<file path="src/sv/sca_pkg.sv">
// Shared types and field layout for the schedule cost accumulator.
`default_nettype none

package sca_pkg;

  localparam int unsigned IN_DATA_W  = 104;
  localparam int unsigned OUT_DATA_W = 496;

  // Packed structs list the highest field first, so the first field sits in the highest bits.
  typedef struct packed {
    logic [7:0]  early_weight;
    logic [7:0]  tardy_weight;
    logic [7:0]  job_weight;
    logic [31:0] release_time;
    logic [31:0] due_date;
    logic [15:0] proc_time;
  } job_t;

  typedef struct packed {
    logic signed [47:0] weighted_flow_sum;
    logic [47:0] weighted_completion_sum;
    logic [47:0] completion_sum;
    logic [31:0] max_earliness;
    logic [47:0] weighted_earliness_sum;
    logic [47:0] earliness_sum;
    logic [31:0] max_tardiness;
    logic [47:0] weighted_tardiness_sum;
    logic [47:0] tardiness_sum;
    logic [31:0] weighted_tardy_count;
    logic [31:0] tardy_count;
    logic [31:0] makespan;
  } cost_t;

  // Word held in the input register, handed to the core.
  typedef struct packed {
    logic start_new;
    job_t job;
  } stage_t;

endpackage

`default_nettype wire

</file>
<file path="src/sv/sca_core.sv">
// Cost core: makespan and running aggregates, updated per job into the result register.
`default_nettype none

module sca_core (
  input  wire logic            clk,
  input  wire logic            rst_n,
  input  wire logic            stg_valid,
  input  wire sca_pkg::stage_t stg_word,
  output logic                 core_ready,
  output logic                 out_tvalid,
  input  wire logic            out_tready,
  output sca_pkg::cost_t       out_cost
);

  logic        out_valid_r;
  logic        out_valid_nxt;
  logic        adv;

  logic [31:0] ms_r;
  logic [31:0] late_r;
  logic [31:0] lwt_r;
  logic [47:0] tard_r;
  logic [47:0] wtard_r;
  logic [31:0] tpeak_r;
  logic [47:0] early_r;
  logic [47:0] wearly_r;
  logic [31:0] epeak_r;
  logic [47:0] compl_r;
  logic [47:0] wcompl_r;
  logic [47:0] wflow_r;

  sca_pkg::cost_t cost_r;
  sca_pkg::cost_t cost_nxt;

  logic [31:0] b_ms;
  logic [31:0] b_late;
  logic [31:0] b_lwt;
  logic [47:0] b_tard;
  logic [47:0] b_wtard;
  logic [31:0] b_tpeak;
  logic [47:0] b_early;
  logic [47:0] b_wearly;
  logic [31:0] b_epeak;
  logic [47:0] b_compl;
  logic [47:0] b_wcompl;
  logic [47:0] b_wflow;

  logic               clr;
  logic [31:0]        c;
  logic               late;
  logic [31:0]        t;
  logic [31:0]        e;
  logic [39:0]        wt_prod;
  logic [39:0]        we_prod;
  logic [39:0]        wc_prod;
  logic signed [32:0] flow_diff;
  logic signed [41:0] wf_prod;

  assign core_ready = !out_valid_r || out_tready;
  assign adv        = stg_valid && core_ready;

  // A start flag makes this job see cleared statistics.
  assign clr      = stg_word.start_new;
  assign b_ms     = clr ? '0 : ms_r;
  assign b_late   = clr ? '0 : late_r;
  assign b_lwt    = clr ? '0 : lwt_r;
  assign b_tard   = clr ? '0 : tard_r;
  assign b_wtard  = clr ? '0 : wtard_r;
  assign b_tpeak  = clr ? '0 : tpeak_r;
  assign b_early  = clr ? '0 : early_r;
  assign b_wearly = clr ? '0 : wearly_r;
  assign b_epeak  = clr ? '0 : epeak_r;
  assign b_compl  = clr ? '0 : compl_r;
  assign b_wcompl = clr ? '0 : wcompl_r;
  assign b_wflow  = clr ? '0 : wflow_r;

  assign c    = b_ms + {16'd0, stg_word.job.proc_time};
  assign late = c > stg_word.job.due_date;
  assign t    = c - stg_word.job.due_date;
  assign e    = stg_word.job.due_date - c;

  assign wt_prod   = {32'd0, stg_word.job.tardy_weight} * {8'd0, t};
  assign we_prod   = {32'd0, stg_word.job.early_weight} * {8'd0, e};
  assign wc_prod   = {32'd0, stg_word.job.job_weight} * {8'd0, c};
  assign flow_diff = $signed({1'b0, c}) - $signed({1'b0, stg_word.job.release_time});
  // 9-bit signed weight times 33-bit signed difference fits 42 bits
  assign wf_prod   = $signed({{9{flow_diff[32]}}, flow_diff})
                   * $signed({34'd0, stg_word.job.job_weight});

  always_comb begin
    cost_nxt.makespan                = c;
    cost_nxt.tardy_count             = b_late;
    cost_nxt.weighted_tardy_count    = b_lwt;
    cost_nxt.tardiness_sum           = b_tard;
    cost_nxt.weighted_tardiness_sum  = b_wtard;
    cost_nxt.max_tardiness           = b_tpeak;
    cost_nxt.earliness_sum           = b_early;
    cost_nxt.weighted_earliness_sum  = b_wearly;
    cost_nxt.max_earliness           = b_epeak;
    cost_nxt.completion_sum          = b_compl + {16'd0, c};
    cost_nxt.weighted_completion_sum = b_wcompl + {8'd0, wc_prod};
    cost_nxt.weighted_flow_sum       = $signed(b_wflow + {{6{wf_prod[41]}}, wf_prod});
    if (late) begin
      cost_nxt.tardy_count            = b_late + 32'd1;
      cost_nxt.weighted_tardy_count   = b_lwt + {24'd0, stg_word.job.tardy_weight};
      cost_nxt.tardiness_sum          = b_tard + {16'd0, t};
      cost_nxt.weighted_tardiness_sum = b_wtard + {8'd0, wt_prod};
      if (t > b_tpeak) begin
        cost_nxt.max_tardiness = t;
      end
    end else begin
      cost_nxt.earliness_sum          = b_early + {16'd0, e};
      cost_nxt.weighted_earliness_sum = b_wearly + {8'd0, we_prod};
      if (e > b_epeak) begin
        cost_nxt.max_earliness = e;
      end
    end
  end

  always_comb begin
    out_valid_nxt = out_valid_r;
    if (adv) begin
      out_valid_nxt = 1'b1;
    end else if (out_tready) begin
      out_valid_nxt = 1'b0;
    end
  end

  always_ff @(posedge clk) begin
    if (!rst_n) begin
      out_valid_r <= 1'b0;
      ms_r        <= '0;
      late_r      <= '0;
      lwt_r       <= '0;
      tard_r      <= '0;
      wtard_r     <= '0;
      tpeak_r     <= '0;
      early_r     <= '0;
      wearly_r    <= '0;
      epeak_r     <= '0;
      compl_r     <= '0;
      wcompl_r    <= '0;
      wflow_r     <= '0;
    end else begin
      out_valid_r <= out_valid_nxt;
      if (adv) begin
        ms_r     <= cost_nxt.makespan;
        late_r   <= cost_nxt.tardy_count;
        lwt_r    <= cost_nxt.weighted_tardy_count;
        tard_r   <= cost_nxt.tardiness_sum;
        wtard_r  <= cost_nxt.weighted_tardiness_sum;
        tpeak_r  <= cost_nxt.max_tardiness;
        early_r  <= cost_nxt.earliness_sum;
        wearly_r <= cost_nxt.weighted_earliness_sum;
        epeak_r  <= cost_nxt.max_earliness;
        compl_r  <= cost_nxt.completion_sum;
        wcompl_r <= cost_nxt.weighted_completion_sum;
        wflow_r  <= cost_nxt.weighted_flow_sum;
      end
    end
  end

  always_ff @(posedge clk) begin
    if (adv) begin
      cost_r <= cost_nxt;
    end
  end

  assign out_tvalid = out_valid_r;
  assign out_cost   = cost_r;

endmodule

`default_nettype wire

</file>
<file path="config.mk">
export PLATFORM = sky130hd
export DESIGN_NAME = sca_core
export DESIGN_NICKNAME = d
export VERILOG_FILES = /design/src/sv/sca_pkg.sv /design/src/sv/sca_core.sv
export SDC_FILE = /design/constraint.sdc
export NUM_CORES = 2
export LEC_CHECK = 0
export BUFFER_PORTS_ARGS = -buffer_cell sky130_fd_sc_hd__buf_2
export CELL_PAD_IN_SITES_DETAIL_PLACEMENT = 1
export CELL_PAD_IN_SITES_GLOBAL_PLACEMENT = 1
export CORE_MARGIN = 3
export CORE_UTILIZATION = 25
export DETAILED_ROUTE_END_ITERATION = 16
export PLACE_DENSITY_LB_ADDON = 0.08
export SLEW_MARGIN = 20
export SYNTH_ARGS = -nofsm -noshare
export SYNTH_HDL_FRONTEND = slang
export SYNTH_SLANG_ARGS = --single-unit
</file>
<file path="constraint.sdc">
create_clock -name clk -period 25.1 [get_ports clk]
set_input_delay 5.02 -clock clk [delete_from_list [all_inputs] [get_ports clk]]
set_output_delay 5.02 -clock clk [all_outputs]
set_load 0.05 [all_outputs]
</file>
==> flow_summary.ini <==
[placed_design]
gp_congestion = 0.840
post-place-cells = 15437
portBuffers = 606
dp_slack_ns = 6.36
dpl.hpwl_um = 294000

[layout]
fill_cells = 42096
fin_cells = 15712
area_growth_pct = 15.5
final_nets = 12372
layout-drive-gt1-share = 0.109

[drt]
ant_nets = 0
drc = 0
drtIter0Drc = 3433
post_drt_wl_per_cell_um = 24.8
wl_um = 390000
vias = 75592
via_per_inst = 4.81
first_pass_iters = 5

[sta]
rsz0062_at_grt = no
fin_crit_ns = 18.05
worst_slack_ns = 7.05
slew-limit-headroom = 0.231
maxSlewViolCount = 0
fmax_ghz = 0.0554
finalSetupViolations = 0
whs_ns = 0.449
worst_pin_slew_ns = 1.14
timing.final.crit_share = 0.719
tns_ns = 0
hold_viol = 0
fin_worst_skew_ns = 0.0801

[synth]
synth_area_um2 = 91100
synth_edf_count = 496
yosysUniqueCellTypes = 96
synthesis.instances = 10363
yosys_warnings = 0
synthFlopType = dfxtp_1
syn-num-nets = 11946
ys_seq_elements = 993
ys_seq_area_frac = 0.273
postSynthAreaPerCell_um2 = 8.79
async_flop_share = 0

[clocking]
cts_resized = 0
cts_tree = built
cts_root_buffer = clkbuf_16
post_cts_buffers = 0
htree_levels = 4
clk_latency_ns = 0.88
numCtsBuffers = 144
ctsLongestPathBuffers = 4
hold_buffers = 0
cts_sinks = 993
path_clk_slew_ns = 0.05

[die]
io_pins = 607
die_w_um = 610
fp-row-count = 221
dieArea_um2 = 372000
core_um2 = 363000
start_util = 0.251
die_h_um = 610

[worst_hold_path]
whs_path_depth = 2
min_from = compl_r[18]
hold_path_class = reg -> reg
whs_endpoint = compl_r[18]

[critical_path]
cpMostUsedCell = o21ai_0
r2r_end = wflow_r[45]
crit_required_ns = 25.75
reg2regPathDepth = 51
r2r_slack_ns = 11.29
worstPathArrival_ns = 18.70
cpMaxStageDelayCell = nor2_1
worst-path-max-fanout = 51
start_kind = primary input
r2r_start = ms_r[0]
max_stage_delay_ns = 0.89
worstSetupPathType = in -> reg
cp-end-kind = register

[global_routing]
grt-ovfl-total = 0
grt_pass1_wl_um = 575000
grt_antenna_before_repair = 35
grt_max_degree = 164
first_global_vias = 82317
grt_use_total = 0.207

[run]
maxCapViolCount = 0

[status]
status = completed
-- critical path, delay by kind of cell --
kind / cells / cell delay [ns]
AO/OA/AOI/OAI: 26 / 6.43
adder cells (fa/ha/maj): 9 / 3.92
AND/OR/NAND/NOR: 10 / 2.15
buffers and inverters: 5 / 0.67
XOR/XNOR: 2 / 0.44
-- synth_stat cells, drive strengths merged (290+ instances only) --
library cell | count | area share
nor2b | 322 | 0.022
a21oi | 671 | 0.037
fa | 867 | 0.19
clkbuf | 419 | 0.017
a21o | 290 | 0.024
dfxtp | 497 | 0.11
ha | 607 | 0.083
nand2 | 1497 | 0.062
inv | 1145 | 0.047
xnor2 | 329 | 0.032
and2 | 440 | 0.030
nor2 | 658 | 0.027
o21ai | 481 | 0.027
edfxtp | 496 | 0.16
-- per-stage QoR --
stage / instance area (µm²) / util
after global placement: 100000 / 0.276
after CTS: 105000 / 0.290
after detailed placement: 100000 / 0.276
after global routing: 105000 / 0.290
final: 105000 / 0.290
after floorplan: 91100 / -
-- registers in the layout, indices dropped and copies added (netlist names), 48 cells and up --
name / flops
compl_r: 48
early_r: 48
out_cost: 496
tard_r: 48
wcompl_r: 48
wearly_r: 48
wflow_r: 48
wtard_r: 48
-- cell families after synthesis --
| kind of cell | synth area share |
|---|---|
| AND/OR/NAND/NOR | 0.189 |
| AO/OA/AOI/OAI | 0.138 |
| buffers and inverters | 0.0689 |
| adder cells (fa/ha/maj) | 0.274 |
| flip-flops | 0.273 |
| XOR/XNOR | 0.0489 |
| multiplexers | 0.00867 |
-- placed cells by master, fill, tap and decap left out, types with 70 or more instances in the layout --
| master | Yosys | final |
|---|---|---|
| a21oi_1 | 667 | 667 |
| buf_2 | 35 | 598 |
| nor2_1 | 655 | 651 |
| nor2b_1 | 322 | 322 |
| dfxtp_1 | 497 | 497 |
| o21bai_1 | 76 | 76 |
| xnor2_1 | 329 | 286 |
| nor3_1 | 147 | 147 |
| nand4_1 | 93 | 93 |
| a31oi_1 | 113 | 113 |
| buf_4 | 3 | 179 |
| a21o_1 | 290 | 290 |
| fa_1 | 867 | 867 |
| ha_1 | 607 | 607 |
| inv_1 | 1145 | 1142 |
| o21ai_0 | 473 | 472 |
| nand2_1 | 1496 | 1493 |
| edfxtp_1 | 496 | 496 |
| xor2_1 | 177 | 166 |
| nand3_1 | 148 | 148 |
| or3_1 | 75 | 75 |
| clkbuf_16 | 0 | 148 |
| and2_1 | 439 | 439 |
| and3_1 | 70 | 70 |
-- worst max path at each step --
stage          depth (start not counted)  slack (ns)            end          start
3_3_place_gp                          52        6.52  out_cost[495]  stg_word[104]
2_1_floorplan                          7        3.86    out_cost[0]     out_tready
3_5_place_dp                          52        6.36    wflow_r[45]  stg_word[104]
5_1_grt                               52        6.07    wflow_r[45]  stg_word[104]
6_report                              52        7.05    wflow_r[45]  stg_word[104]
4_1_cts                               52        7.19    wflow_r[45]  stg_word[104]
-- layer usage --
| metal | track usage | vias up | wire, µm |
|---|---|---|---|
| li1 | - | 35178 | - |
| met1 | 0.276 | 38877 | 177000 |
| met2 | 0.353 | 1150 | 186000 |
| met3 | 0.0239 | 373 | 14400 |
| met4 | 0.0565 | 14 | 11900 |
| met5 | 0 | - | 93 |
-- final cells by class --
type                    instances  area (µm²)  share of cell area
flip-flops and latches        993       24800               0.236
clock buffers                 174        3860              0.0367
inverters                    1145        4320              0.0411
well taps                    4794        6000              0.0570
diodes                         17        42.5            0.000404
multi-input cells            7720       60600               0.575
repair buffers                785        4480              0.0426
clock inverters                84        1130              0.0108
Power is not shown: default switching activity piles up to over one toggle a cycle in this logic, so the estimate is an artifact.
